[src/bdar_pkg.sv]
// ----------------------------------------------------------------------------
// bdar_pkg - shared types and constants of the button debounce/repeat unit
// Phase codes, register indexes, reset values and the slot flag struct.
// ----------------------------------------------------------------------------
package bdar_pkg;

   // Buttons per controller, fixed by the raw input layout
   localparam int BUTTONS = 8;
   localparam int BTN_BITS = 3;
   // Controllers that the input fields can describe
   localparam int MAX_INPUT_PADS = 4;

   localparam int CT_BITS = 9;
   localparam int DELAY_BITS = 16;
   localparam int CSR_IDX_BITS = 3;
   localparam int CSR_DATA_BITS = 64;

   // Configuration register indexes
   localparam logic [CSR_IDX_BITS-1:0] CSR_DEBOUNCE      = 3'd0;
   localparam logic [CSR_IDX_BITS-1:0] CSR_INIT_DLY_LOW  = 3'd1;
   localparam logic [CSR_IDX_BITS-1:0] CSR_INIT_DLY_HIGH = 3'd2;
   localparam logic [CSR_IDX_BITS-1:0] CSR_REP_DLY_LOW   = 3'd3;
   localparam logic [CSR_IDX_BITS-1:0] CSR_REP_DLY_HIGH  = 3'd4;

   // Configuration reset values
   localparam logic [7:0]  RST_DEBOUNCE      = 8'd20;
   localparam logic [63:0] RST_INIT_DLY_LOW  = 64'd32768500;
   localparam logic [63:0] RST_INIT_DLY_HIGH = 64'd56297142838886500;
   localparam logic [63:0] RST_REP_DLY_LOW   = 64'd32768500;
   localparam logic [63:0] RST_REP_DLY_HIGH  = 64'd5629628384542770;

   // Per-button phase
   typedef enum logic [1:0] {
      PH_RELEASED = 2'd0,
      PH_NEW      = 2'd1,
      PH_ONCE     = 2'd2,
      PH_REPEAT   = 2'd3
   } bdar_phase_type;

   // Sequencer states
   typedef enum logic [2:0] {
      ST_IDLE  = 3'd0,
      ST_LOAD  = 3'd1,
      ST_CALC  = 3'd2,
      ST_SCAN  = 3'd3,
      ST_FLUSH = 3'd4
   } bdar_state_type;

   // Event flags from the slot update unit
   typedef struct packed {
      logic release_evt;
      logic press_evt;
   } bdar_slot_flags_type;

endpackage

[src/bdar_req_if.sv]
// ----------------------------------------------------------------------------
// bdar_req_if - poll channel
// Carries one poll: timestamp, raw button bits and controller presence.
// ----------------------------------------------------------------------------
interface bdar_req_if;
   logic        valid;
   logic        ready;
   logic [31:0] now_ms;
   logic [31:0] raw_pressed;
   logic [3:0]  connected;

   modport source (output valid, output now_ms, output raw_pressed, output connected,
                   input ready);
   modport sink   (input valid, input now_ms, input raw_pressed, input connected,
                   output ready);
endinterface

[src/bdar_rsp_if.sv]
// ----------------------------------------------------------------------------
// bdar_rsp_if - event channel
// Carries one button event per transfer.
// ----------------------------------------------------------------------------
interface bdar_rsp_if;
   logic       valid;
   logic       ready;
   logic [1:0] pad_index;
   logic [2:0] button_index;
   logic       is_release;
   logic       last_event;

   modport source (output valid, output pad_index, output button_index,
                   output is_release, output last_event, input ready);
   modport sink   (input valid, input pad_index, input button_index,
                   input is_release, input last_event, output ready);
endinterface

[src/bdar_ram.sv]
// ----------------------------------------------------------------------------
// bdar_ram - generic single-port-write RAM
// One write port, one read port with registered read data.
// ----------------------------------------------------------------------------
module bdar_ram #(
   parameter int WIDTH = 8,
   parameter int DEPTH = 32
) (
   input  logic                     clock,
   input  logic                     wr_en,
   input  logic [$clog2(DEPTH)-1:0] wr_addr,
   input  logic [WIDTH-1:0]         wr_data,
   input  logic [$clog2(DEPTH)-1:0] rd_addr,
   output logic [WIDTH-1:0]         rd_data
);

   logic [WIDTH-1:0] mem_ff [DEPTH];
   logic [WIDTH-1:0] rd_data_ff;

   // Write, then register the read port
   always_ff @(posedge clock) begin
      if (wr_en) begin
         mem_ff[wr_addr] <= wr_data;
      end
      rd_data_ff <= mem_ff[rd_addr];
   end

   assign rd_data = rd_data_ff;

endmodule

[src/bdar_slot_unit.sv]
// ----------------------------------------------------------------------------
// bdar_slot_unit - shared per-button update unit
// Advances one button's timers, applies debounce and decides release and
// press/repeat events for the current poll.
// ----------------------------------------------------------------------------
module bdar_slot_unit #(
   parameter int TIMER_BITS = 20
) (
   input  bdar_pkg::bdar_phase_type          phase_old,
   input  logic [bdar_pkg::CT_BITS-1:0]      ct_old,
   input  logic [TIMER_BITS-1:0]             rt_old,
   input  logic [31:0]                       delta,
   input  logic [7:0]                        debounce,
   input  logic                              now_pressed,
   input  logic [bdar_pkg::DELAY_BITS-1:0]   first_delay,
   input  logic [bdar_pkg::DELAY_BITS-1:0]   later_delay,
   output bdar_pkg::bdar_phase_type          phase_new,
   output logic [bdar_pkg::CT_BITS-1:0]      ct_new,
   output logic [TIMER_BITS-1:0]             rt_new,
   output bdar_pkg::bdar_slot_flags_type     flags
);

   localparam logic [TIMER_BITS-1:0] TMAX = {TIMER_BITS{1'b1}};

   logic [32:0]                  ct_sum;
   logic [32:0]                  rt_sum;
   logic [bdar_pkg::CT_BITS-1:0] limit;
   logic [bdar_pkg::CT_BITS-1:0] ct_sat;
   logic [TIMER_BITS-1:0]        rt_sat;
   logic                         change;
   bdar_pkg::bdar_phase_type     phase_mid;
   logic [TIMER_BITS-1:0]        rt_mid;
   logic [TIMER_BITS-1:0]        first_ext;
   logic [TIMER_BITS-1:0]        later_ext;
   logic                         release_hit;
   logic                         press_hit;

   // Advance and saturate both timers
   always_comb begin
      limit  = bdar_pkg::CT_BITS'(debounce) + 9'd1;
      ct_sum = 33'(ct_old) + 33'(delta);
      rt_sum = 33'(rt_old) + 33'(delta);
      ct_sat = (ct_sum > 33'(limit)) ? limit : ct_sum[bdar_pkg::CT_BITS-1:0];
      rt_sat = (rt_sum > 33'(TMAX)) ? TMAX : rt_sum[TIMER_BITS-1:0];
   end

   // Debounce: accept a state change once the change timer passes the threshold
   always_comb begin
      change = (now_pressed != (phase_old != bdar_pkg::PH_RELEASED)) &&
               (ct_sat > bdar_pkg::CT_BITS'(debounce));
      release_hit = change && !now_pressed;
      if (change) begin
         ct_new    = '0;
         rt_mid    = '0;
         phase_mid = now_pressed ? bdar_pkg::PH_NEW : bdar_pkg::PH_RELEASED;
      end else begin
         ct_new    = ct_sat;
         rt_mid    = rt_sat;
         phase_mid = phase_old;
      end
   end

   // Press and typematic repeat
   always_comb begin
      first_ext = TIMER_BITS'(first_delay);
      later_ext = TIMER_BITS'(later_delay);
      press_hit = 1'b0;
      phase_new = phase_mid;
      rt_new    = rt_mid;
      case (phase_mid)
         bdar_pkg::PH_NEW: begin
            press_hit = 1'b1;
            rt_new    = '0;
            phase_new = bdar_pkg::PH_ONCE;
         end
         bdar_pkg::PH_ONCE: begin
            if ((first_delay != '0) && (rt_mid >= first_ext)) begin
               press_hit = 1'b1;
               rt_new    = rt_mid - first_ext;
               phase_new = bdar_pkg::PH_REPEAT;
            end
         end
         bdar_pkg::PH_REPEAT: begin
            if ((later_delay != '0) && (rt_mid >= later_ext)) begin
               press_hit = 1'b1;
               rt_new    = rt_mid - later_ext;
            end
         end
         default: begin
            press_hit = 1'b0;
         end
      endcase
   end

   // Gather the event flags
   always_comb begin
      flags.release_evt = release_hit;
      flags.press_evt   = press_hit;
   end

endmodule

[src/button_debounce_autorepeat_unit.sv]
// ----------------------------------------------------------------------------
// button_debounce_autorepeat_unit - key debounce with typematic repeat
// Walks every button of every controller once per poll through one shared
// update unit, then emits release events followed by press/repeat events.
// ----------------------------------------------------------------------------
//  channel  direction  transfer            payload
//  req_if   in         one poll            now_ms, raw_pressed, connected
//  rsp_if   out        one button event    pad_index, button_index,
//                                          is_release, last_event
//  csr_*    in         register write      csr_index, csr_wdata
//
// A poll runs, accept to accept: the idle state takes the poll, the load state
// starts the state RAM read, the release pass takes one button per cycle
// through the update unit and the press pass one button per cycle over the
// press flags while no event stalls, and the flush state sends the final event.
// Event backpressure stalls the walk in place. Button state resets through
// per-entry valid bits, so no clearing pass is needed after reset.
// ----------------------------------------------------------------------------
module button_debounce_autorepeat_unit #(
   parameter int PADS       = 4,
   parameter int TIMER_BITS = 20
) (
   input  logic                                 clock,
   input  logic                                 reset,
   bdar_req_if.sink                             req_if,
   bdar_rsp_if.source                           rsp_if,
   input  logic                                 csr_wr_en,
   input  logic [bdar_pkg::CSR_IDX_BITS-1:0]    csr_index,
   input  logic [bdar_pkg::CSR_DATA_BITS-1:0]   csr_wdata
);

   localparam int SLOTS = PADS * bdar_pkg::BUTTONS;
   localparam int SW    = $clog2(SLOTS);
   localparam int SCW   = SW + 1;
   localparam int WORD  = 2 + bdar_pkg::CT_BITS + TIMER_BITS;
   localparam logic [SCW-1:0] LAST_SLOT = SCW'(SLOTS - 1);

   // Configuration registers
   logic [7:0]  dbnc_ff;
   logic [63:0] init_lo_ff, init_hi_ff, rep_lo_ff, rep_hi_ff;

   // Poll registers
   logic [31:0] prev_ff, delta_ff, raw_ff;
   logic [3:0]  conn_ff;

   // Sequencer
   bdar_pkg::bdar_state_type state_ff, state_in;
   logic [SCW-1:0]   slot_ff, slot_in;
   logic [SLOTS-1:0] fire_ff, fire_in;
   logic [SLOTS-1:0] vld_ff, vld_in;

   // Pending event and output register
   logic       pend_valid_ff, pend_valid_in;
   logic [1:0] pend_pad_ff, pend_pad_in;
   logic [2:0] pend_btn_ff, pend_btn_in;
   logic       pend_rel_ff, pend_rel_in;
   logic       out_valid_ff, out_valid_in;
   logic [1:0] out_pad_ff, out_pad_in;
   logic [2:0] out_btn_ff, out_btn_in;
   logic       out_rel_ff, out_rel_in;
   logic       out_last_ff, out_last_in;

   // Control
   logic          req_take;
   logic          out_free;
   logic          can_push;
   logic          advance;
   logic          evt_hit;
   logic          evt_rel;
   logic          flush_go;
   logic          ram_we;
   logic [SW-1:0] rd_addr;
   logic [SW-1:0] slot_idx;
   logic [2:0]    btn;
   logic [3:0]    pad_num;
   logic          now_pressed;

   // State RAM and slot unit signals
   logic [WORD-1:0]                  rd_word;
   logic [WORD-1:0]                  wr_word;
   bdar_pkg::bdar_phase_type         phase_old, phase_new;
   logic [bdar_pkg::CT_BITS-1:0]     ct_old, ct_new;
   logic [TIMER_BITS-1:0]            rt_old, rt_new;
   logic [63:0]                      first_word, later_word;
   logic [5:0]                       lane_base;
   logic [bdar_pkg::DELAY_BITS-1:0]  first_delay, later_delay;
   bdar_pkg::bdar_slot_flags_type    flags;

   // Configuration writes
   always_ff @(posedge clock) begin
      if (reset) begin
         dbnc_ff    <= bdar_pkg::RST_DEBOUNCE;
         init_lo_ff <= bdar_pkg::RST_INIT_DLY_LOW;
         init_hi_ff <= bdar_pkg::RST_INIT_DLY_HIGH;
         rep_lo_ff  <= bdar_pkg::RST_REP_DLY_LOW;
         rep_hi_ff  <= bdar_pkg::RST_REP_DLY_HIGH;
      end else if (csr_wr_en) begin
         case (csr_index)
            bdar_pkg::CSR_DEBOUNCE:      dbnc_ff    <= csr_wdata[7:0];
            bdar_pkg::CSR_INIT_DLY_LOW:  init_lo_ff <= csr_wdata;
            bdar_pkg::CSR_INIT_DLY_HIGH: init_hi_ff <= csr_wdata;
            bdar_pkg::CSR_REP_DLY_LOW:   rep_lo_ff  <= csr_wdata;
            bdar_pkg::CSR_REP_DLY_HIGH:  rep_hi_ff  <= csr_wdata;
            default: begin
            end
         endcase
      end
   end

   // Latch the poll and the elapsed time
   assign req_take = req_if.valid && req_if.ready;

   always_ff @(posedge clock) begin
      if (reset) begin
         prev_ff <= '0;
      end else if (req_take) begin
         prev_ff <= req_if.now_ms;
      end
   end

   always_ff @(posedge clock) begin
      if (req_take) begin
         delta_ff <= req_if.now_ms - prev_ff;
         raw_ff   <= req_if.raw_pressed;
         conn_ff  <= req_if.connected;
      end
   end

   // Decode the current slot
   always_comb begin
      slot_idx    = slot_ff[SW-1:0];
      btn         = slot_ff[2:0];
      pad_num     = 4'(slot_ff[SCW-1:3]);
      now_pressed = (pad_num < 4'(bdar_pkg::MAX_INPUT_PADS)) && conn_ff[pad_num[1:0]] &&
                    raw_ff[{pad_num[1:0], btn}];
      lane_base   = {btn[1:0], 4'b0000};
      first_word  = btn[2] ? init_hi_ff : init_lo_ff;
      later_word  = btn[2] ? rep_hi_ff : rep_lo_ff;
      first_delay = first_word[lane_base +: bdar_pkg::DELAY_BITS];
      later_delay = later_word[lane_base +: bdar_pkg::DELAY_BITS];
   end

   // Unpack the stored word; an entry never written reads as reset state
   always_comb begin
      if (vld_ff[slot_idx]) begin
         phase_old = bdar_pkg::bdar_phase_type'(rd_word[WORD-1 -: 2]);
         ct_old    = rd_word[TIMER_BITS +: bdar_pkg::CT_BITS];
         rt_old    = rd_word[TIMER_BITS-1:0];
      end else begin
         phase_old = bdar_pkg::PH_RELEASED;
         ct_old    = '0;
         rt_old    = '0;
      end
      wr_word = {phase_new, ct_new, rt_new};
   end

   bdar_slot_unit #(
      .TIMER_BITS (TIMER_BITS)
   ) u_slot (
      .phase_old   (phase_old),
      .ct_old      (ct_old),
      .rt_old      (rt_old),
      .delta       (delta_ff),
      .debounce    (dbnc_ff),
      .now_pressed (now_pressed),
      .first_delay (first_delay),
      .later_delay (later_delay),
      .phase_new   (phase_new),
      .ct_new      (ct_new),
      .rt_new      (rt_new),
      .flags       (flags)
   );

   bdar_ram #(
      .WIDTH (WORD),
      .DEPTH (SLOTS)
   ) u_state_ram (
      .clock   (clock),
      .wr_en   (ram_we),
      .wr_addr (slot_idx),
      .wr_data (wr_word),
      .rd_addr (rd_addr),
      .rd_data (rd_word)
   );

   // Next state
   always_comb begin
      state_in = state_ff;
      case (state_ff)
         bdar_pkg::ST_IDLE: begin
            if (req_take) begin
               state_in = bdar_pkg::ST_LOAD;
            end
         end
         bdar_pkg::ST_LOAD: begin
            state_in = bdar_pkg::ST_CALC;
         end
         bdar_pkg::ST_CALC: begin
            if (advance && (slot_ff == LAST_SLOT)) begin
               state_in = bdar_pkg::ST_SCAN;
            end
         end
         bdar_pkg::ST_SCAN: begin
            if (advance && (slot_ff == LAST_SLOT)) begin
               state_in = bdar_pkg::ST_FLUSH;
            end
         end
         bdar_pkg::ST_FLUSH: begin
            if (flush_go) begin
               state_in = bdar_pkg::ST_IDLE;
            end
         end
         default: begin
            state_in = bdar_pkg::ST_IDLE;
         end
      endcase
   end

   // Sequencer outputs
   always_comb begin
      out_free     = !out_valid_ff || rsp_if.ready;
      can_push     = !pend_valid_ff || out_free;
      req_if.ready = 1'b0;
      evt_hit      = 1'b0;
      evt_rel      = 1'b0;
      advance      = 1'b0;
      flush_go     = 1'b0;
      ram_we       = 1'b0;
      rd_addr      = slot_idx;
      case (state_ff)
         bdar_pkg::ST_IDLE: begin
            req_if.ready = 1'b1;
         end
         bdar_pkg::ST_LOAD: begin
            rd_addr = '0;
         end
         bdar_pkg::ST_CALC: begin
            evt_hit = flags.release_evt;
            evt_rel = 1'b1;
            advance = !flags.release_evt || can_push;
            ram_we  = advance;
            rd_addr = advance ? SW'(slot_ff + 1'b1) : slot_idx;
         end
         bdar_pkg::ST_SCAN: begin
            evt_hit = fire_ff[slot_idx];
            advance = !fire_ff[slot_idx] || can_push;
         end
         bdar_pkg::ST_FLUSH: begin
            flush_go = !pend_valid_ff || out_free;
         end
         default: begin
         end
      endcase
   end

   // Slot counter, press flags and valid bits
   always_comb begin
      slot_in = slot_ff;
      fire_in = fire_ff;
      vld_in  = vld_ff;
      if (state_ff == bdar_pkg::ST_LOAD) begin
         slot_in = '0;
      end else if (advance) begin
         slot_in = (slot_ff == LAST_SLOT) ? '0 : slot_ff + 1'b1;
         if (state_ff == bdar_pkg::ST_CALC) begin
            fire_in[slot_idx] = flags.press_evt;
            vld_in[slot_idx]  = 1'b1;
         end else begin
            fire_in[slot_idx] = 1'b0;
         end
      end
   end

   // Pending event and output register
   always_comb begin
      pend_valid_in = pend_valid_ff;
      pend_pad_in   = pend_pad_ff;
      pend_btn_in   = pend_btn_ff;
      pend_rel_in   = pend_rel_ff;
      out_valid_in  = out_valid_ff && !rsp_if.ready;
      out_pad_in    = out_pad_ff;
      out_btn_in    = out_btn_ff;
      out_rel_in    = out_rel_ff;
      out_last_in   = out_last_ff;
      if (advance && evt_hit) begin
         // Push the held event out, hold the new one until a later one shows
         if (pend_valid_ff) begin
            out_valid_in = 1'b1;
            out_pad_in   = pend_pad_ff;
            out_btn_in   = pend_btn_ff;
            out_rel_in   = pend_rel_ff;
            out_last_in  = 1'b0;
         end
         pend_valid_in = 1'b1;
         pend_pad_in   = pad_num[1:0];
         pend_btn_in   = btn;
         pend_rel_in   = evt_rel;
      end else if (flush_go && pend_valid_ff) begin
         // Send the final event of the poll
         out_valid_in  = 1'b1;
         out_pad_in    = pend_pad_ff;
         out_btn_in    = pend_btn_ff;
         out_rel_in    = pend_rel_ff;
         out_last_in   = 1'b1;
         pend_valid_in = 1'b0;
      end
   end

   always_ff @(posedge clock) begin
      if (reset) begin
         state_ff      <= bdar_pkg::ST_IDLE;
         slot_ff       <= '0;
         fire_ff       <= '0;
         vld_ff        <= '0;
         pend_valid_ff <= 1'b0;
         out_valid_ff  <= 1'b0;
      end else begin
         state_ff      <= state_in;
         slot_ff       <= slot_in;
         fire_ff       <= fire_in;
         vld_ff        <= vld_in;
         pend_valid_ff <= pend_valid_in;
         out_valid_ff  <= out_valid_in;
      end
   end

   always_ff @(posedge clock) begin
      pend_pad_ff <= pend_pad_in;
      pend_btn_ff <= pend_btn_in;
      pend_rel_ff <= pend_rel_in;
      out_pad_ff  <= out_pad_in;
      out_btn_ff  <= out_btn_in;
      out_rel_ff  <= out_rel_in;
      out_last_ff <= out_last_in;
   end

   assign rsp_if.valid        = out_valid_ff;
   assign rsp_if.pad_index    = out_pad_ff;
   assign rsp_if.button_index = out_btn_ff;
   assign rsp_if.is_release   = out_rel_ff;
   assign rsp_if.last_event   = out_last_ff;

   // No held event may survive into the next poll
   a_idle_no_pending: assert property (@(posedge clock) disable iff (reset)
      (state_ff == bdar_pkg::ST_IDLE) |-> (!pend_valid_ff && (fire_ff == '0)))
      else $error("event left over at end of poll");

   // The walk never leaves the slot range
   a_slot_range: assert property (@(posedge clock) disable iff (reset)
      ((state_ff == bdar_pkg::ST_CALC) || (state_ff == bdar_pkg::ST_SCAN)) |->
      (slot_ff <= LAST_SLOT))
      else $error("slot counter out of range");

   // A flush with a held event marks the next output as the last of the poll
   a_flush_last: assert property (@(posedge clock) disable iff (reset)
      ((state_ff == bdar_pkg::ST_FLUSH) && pend_valid_ff && out_free) |=>
      (out_valid_ff && out_last_ff))
      else $error("final event not flagged");

   // Release events only come from the release pass
   a_release_pass: assert property (@(posedge clock) disable iff (reset)
      (advance && evt_hit && evt_rel) |-> (state_ff == bdar_pkg::ST_CALC))
      else $error("release event outside the release pass");

endmodule

[src/flat_wrapper.sv]
// flat-port wrapper written by rule: the top's interface ports become plain ports
module button_debounce_autorepeat_unit_flat 
#(
   parameter int PADS       = 4,
   parameter int TIMER_BITS = 20
)
  (clock, reset, csr_wr_en, csr_index, csr_wdata, req_if_valid, req_if_now_ms, req_if_raw_pressed, req_if_connected, req_if_ready, rsp_if_valid, rsp_if_pad_index, rsp_if_button_index, rsp_if_is_release, rsp_if_last_event, rsp_if_ready);
  bdar_req_if req_if_i ();
  bdar_rsp_if rsp_if_i ();
  input  logic clock;
  input  logic reset;
  input  logic csr_wr_en;
  input  logic [bdar_pkg::CSR_IDX_BITS-1:0] csr_index;
  input  logic [bdar_pkg::CSR_DATA_BITS-1:0] csr_wdata;
  input wire logic [$bits(req_if_i.valid)-1:0] req_if_valid;
  input wire logic [$bits(req_if_i.now_ms)-1:0] req_if_now_ms;
  input wire logic [$bits(req_if_i.raw_pressed)-1:0] req_if_raw_pressed;
  input wire logic [$bits(req_if_i.connected)-1:0] req_if_connected;
  output wire logic [$bits(req_if_i.ready)-1:0] req_if_ready;
  output wire logic [$bits(rsp_if_i.valid)-1:0] rsp_if_valid;
  output wire logic [$bits(rsp_if_i.pad_index)-1:0] rsp_if_pad_index;
  output wire logic [$bits(rsp_if_i.button_index)-1:0] rsp_if_button_index;
  output wire logic [$bits(rsp_if_i.is_release)-1:0] rsp_if_is_release;
  output wire logic [$bits(rsp_if_i.last_event)-1:0] rsp_if_last_event;
  input wire logic [$bits(rsp_if_i.ready)-1:0] rsp_if_ready;
  assign req_if_i.valid = req_if_valid;
  assign req_if_i.now_ms = req_if_now_ms;
  assign req_if_i.raw_pressed = req_if_raw_pressed;
  assign req_if_i.connected = req_if_connected;
  assign req_if_ready = req_if_i.ready;
  assign rsp_if_valid = rsp_if_i.valid;
  assign rsp_if_pad_index = rsp_if_i.pad_index;
  assign rsp_if_button_index = rsp_if_i.button_index;
  assign rsp_if_is_release = rsp_if_i.is_release;
  assign rsp_if_last_event = rsp_if_i.last_event;
  assign rsp_if_i.ready = rsp_if_ready;
  button_debounce_autorepeat_unit #(.PADS(PADS), .TIMER_BITS(TIMER_BITS)) u_core (.clock(clock), .reset(reset), .req_if(req_if_i), .rsp_if(rsp_if_i), .csr_wr_en(csr_wr_en), .csr_index(csr_index), .csr_wdata(csr_wdata));
endmodule
[config.mk]
export PLATFORM = sky130hd
export DESIGN_NAME = button_debounce_autorepeat_unit_flat
export DESIGN_NICKNAME = d
export VERILOG_FILES = /design/src/bdar_pkg.sv /design/src/bdar_req_if.sv /design/src/bdar_rsp_if.sv /design/src/bdar_ram.sv /design/src/bdar_slot_unit.sv /design/src/button_debounce_autorepeat_unit.sv /design/src/flat_wrapper.sv
export SDC_FILE = /design/constraint.sdc
export NUM_CORES = 2
export LEC_CHECK = 0
export ABC_AREA = 1
export BUFFER_PORTS_ARGS = -buffer_cell sky130_fd_sc_hd__buf_2
export CELL_PAD_IN_SITES_DETAIL_PLACEMENT = 0
export CELL_PAD_IN_SITES_GLOBAL_PLACEMENT = 1
export CORE_UTILIZATION = 41
export DETAILED_ROUTE_END_ITERATION = 10
export PLACE_DENSITY = 0.67
export SLEW_MARGIN = 20
export SYNTH_ARGS = -nofsm -noshare
export SYNTH_HDL_FRONTEND = slang
export SYNTH_HIERARCHICAL = 1
export SYNTH_SLANG_ARGS = --single-unit
[constraint.sdc]
create_clock -name clock -period 10.4 [get_ports clock]
set_clock_uncertainty 0.05 [all_clocks]
set_input_delay 1.04 -clock clock [delete_from_list [all_inputs] [get_ports clock]]
set_output_delay 1.04 -clock clock [all_outputs]
set_load 0.1 [all_outputs]
==> metrics.cfg <==
[synthesis]
synth_area_per_cell_um2 = 9.14
syn_nets = 7662
synthFlopType = edfxtp_1
ys.warnings.count = 6
ys_seq_area_share_pct = 59.6
postSynthCellCount = 7399
syn_area_mm2 = 0.0676
ys_types = 53
synth_async_sr_flop_share_pct = 0
synth-edff-count = 1073
ys_ff_latch = 1475

[critical_path]
cp_slowest_cell = fa_1
cp-start-kind = flip-flop
critPathMaxFanout = 32
regToRegSetupSlack_ns = 0.80
endpoint_kind = flip-flop
reg2regPathDepth = 55
slowest_delay_ns = 0.40
cp.arrival_ns = 10.15
required_ns = 10.94
rr_startpoint = u_core/slot_ff[4]
r2r-end = u_core/u_state_ram/mem_ff[6][12]
cp_common_cell = nand2_1
crit_type = reg -> reg

[floorplanning]
fp.dieArea_mm2 = 0.167
initial_core_util_pct = 41.4
die_h_um = 408
fp-row-count = 148
ios = 149
die_x_um = 408
coreArea_mm2 = 0.163

[detailed_routing]
num_vias = 52000
firstDrtPassIters = 6
drc = 0
detail-route-antenna-nets = 0
dr.first_iter.drc_count = 4314
wl_per_cell_um = 22.1
routed_via_density = 5.31
drt-total-wl_um = 217000

[clock_network]
clock_path_buffers = 3
cts_made_buffers = 165
clkSlewWorstSetupHoldPaths_ns = 0.06
cts-root-buf = clkbuf_16
htree_levels = 4
cts_sinks = 1475
cts_tree = built
worstSkewPairLatency_ns = 0.83

[final_layout]
final_nets = 7741
final_util_pct = 47.2
design_area_mm2 = 0.0769
layout_commonest_cell = nand2_1
final_cell_mix = nand2_1 (2081), edfxtp_1 (1073), nand3_1 (926)
drive_gt1_share_pct = 9.05
syn2layout_area_growth_pct = 13.8

[timing]
setup_total_negative_slack_ns = 0
fmaxAchievable_ghz = 0.104
setup_viol = 0
tightestPinTransition_ns = 1.06
finalMaxSlewViolations = 0
period_needed_ns = 9.60
final-hold-violation-count = 0
fin_crit_sh_pct = 92.4
setup_ws_ns = 0.796
rsz0062_at_grt = false
slew-limit-headroom_pct = 29.0

[min_path]
worstHoldStart = req_if_raw_pressed[23]
hold_class = in -> reg
worstHoldEndpoint = u_core/raw_ff[23]
min_path_cells = 1

[global_route]
use_met3_pct = 3.53
grtUsageMet1_pct = 36.9
grt.met2_usage_pct = 41.0
grt_pass1_vias = 49100
grt_max_degree = 181
overflow = 0
busiest_layer = met2
grt_antenna_before_repair = 13
grtUsageTotal_pct = 25.7
grt_pass1_wl_um = 324000

[pwr]
ir_drop_mv = 0.337
power.leakage_nw = 30.0
power_mw = 24.8
p_per_area_mw_per_mm2 = 323

[placed_design]
io_buffers = 148
dp_hpwl_um = 133000
post_dp_cell_area_mm2 = 0.0712
place_congestion = 0.944
pre_cts_slack_ns = 0.358

[outcome]
status = completed

[run]
cap_violations = 0

==> Yosys cell counts (13+ instances only) <==
cell type | count | share of area [%]
nor3_1 | 23 | 0.17
inv_1 | 429 | 2.4
buf_2 | 148 | 1.1
buf_1 | 43 | 0.24
nand2_1 | 2081 | 12
ha_1 | 118 | 2.2
xnor2_1 | 36 | 0.47
nand4_1 | 27 | 0.25
edfxtp_1 | 1073 | 48
o21ai_0 | 492 | 3.6
nor4_1 | 13 | 0.12
dfxtp_1 | 402 | 12
clkbuf_1 | 157 | 0.87
inv_2 | 20 | 0.11
a21oi_1 | 332 | 2.5
nand3_1 | 927 | 6.9
a31oi_1 | 39 | 0.36
o21ai_1 | 28 | 0.21
o22ai_1 | 32 | 0.30
nor2_1 | 731 | 4.1
xor2_1 | 67 | 0.87
buf_4 | 44 | 0.49
==> through the flow <==
step | std cells | hold WS, ns
CTS | 9790 | 0.286
global placement | 9480 | 0.362
global route | 9798 | 0.301
detailed placement | 9480 | 0.359
floorplan | 7399 | 0.350
finish | 9798 | 0.355
==> state kept, by name (all words and copies together) (netlist names), 4 cells and up <==
name / flops
u_core/conn_ff: 4
u_core/dbnc_ff: 8
u_core/delta_ff: 32
u_core/fire_ff: 32
u_core/init_hi_ff: 64
u_core/init_lo_ff: 64
u_core/prev_ff: 32
u_core/raw_ff: 32
u_core/rep_hi_ff: 64
u_core/rep_lo_ff: 64
u_core/slot_ff: 6
u_core/u_state_ram/mem_ff: 992
u_core/u_state_ram/rd_data: 31
u_core/vld_ff: 32
==> worst max-delay path, delay by kind of cell, from the launching register on <==
family | cells | cell delay [ns]
adders and majority gates | 5 | 1.39
xor gates and xnor gates | 1 | 0.23
DFF | 1 | 0.36
buffers and inverters | 8 | 1.02
and+or+nand+nor | 28 | 3.47
AOI/OAI and AO/OA | 13 | 2.77
==> area by class of cell <==
class / instances / area (um2)
Antenna cell: 2 / 5.00
Clock buffer: 221 / 4500
Clock inverter: 89 / 1100
Fill cell: 15700 / 86200
Inverter: 455 / 1750
Multi-Input combinational cell: 5065 / 24000
Sequential cell: 1475 / 40300
Tap cell: 2175 / 2720
Timing Repair Buffer: 316 / 2520
==> routing by layer <==
metal	wire length, um	up-vias	part of all wire, %
li1	-	25100	-
met1	101000	25300	46
met2	100000	1347	46
met3	11600	255	5.3
met4	4260	8	2.0
met5	48	-	0.022
==> repair_timing <==
action                                 CTS  global route
buffers inserted                         0             5
endpoints found under the hold margin    0             0
hold buffers                             0             0
resized for setup                        0            14
setup endpoints to repair                0           704
==> report_power, final <==
group | leakage [nW] | internal [mW] | switching, mW | total, mW
sequential | 13.0 | 8.27 | 0.217 | 8.49
clock | 2.72 | 3.46 | 2.50 | 5.96
combinational | 14.3 | 2.75 | 7.64 | 10.4
==> worst max path at each step <==
stage,startpoint,slack (ns),endpoint
after floorplan,u_core/slot_ff[1],1.41,u_core/u_state_ram/mem_ff[0][29]
after global placement,u_core/slot_ff[0],0.36,u_core/u_state_ram/mem_ff[26][17]
after detailed placement,u_core/slot_ff[0],0.36,u_core/fire_ff[31]
after CTS,u_core/slot_ff[0],0.32,u_core/fire_ff[31]
after global routing,u_core/slot_ff[3],0.05,u_core/fire_ff[31]
final,u_core/slot_ff[4],0.80,u_core/u_state_ram/mem_ff[6][12]
==> kinds of logic (layout without fill, tap and decap cells) <==
kind of cell	count (synthesis)	after routing	synth area share, %
XOR/XNOR	103	103	1.33
AO/OA/AOI/OAI	982	982	7.66
other	0	2	0
AND/OR/NAND/NOR	3857	3857	23.7
adder cells (fa/ha/maj)	123	123	2.33
flip-flops	1475	1475	59.6
buffers and inverters	859	1081	5.43
Note: power is estimated with default switching activity, not from simulation.
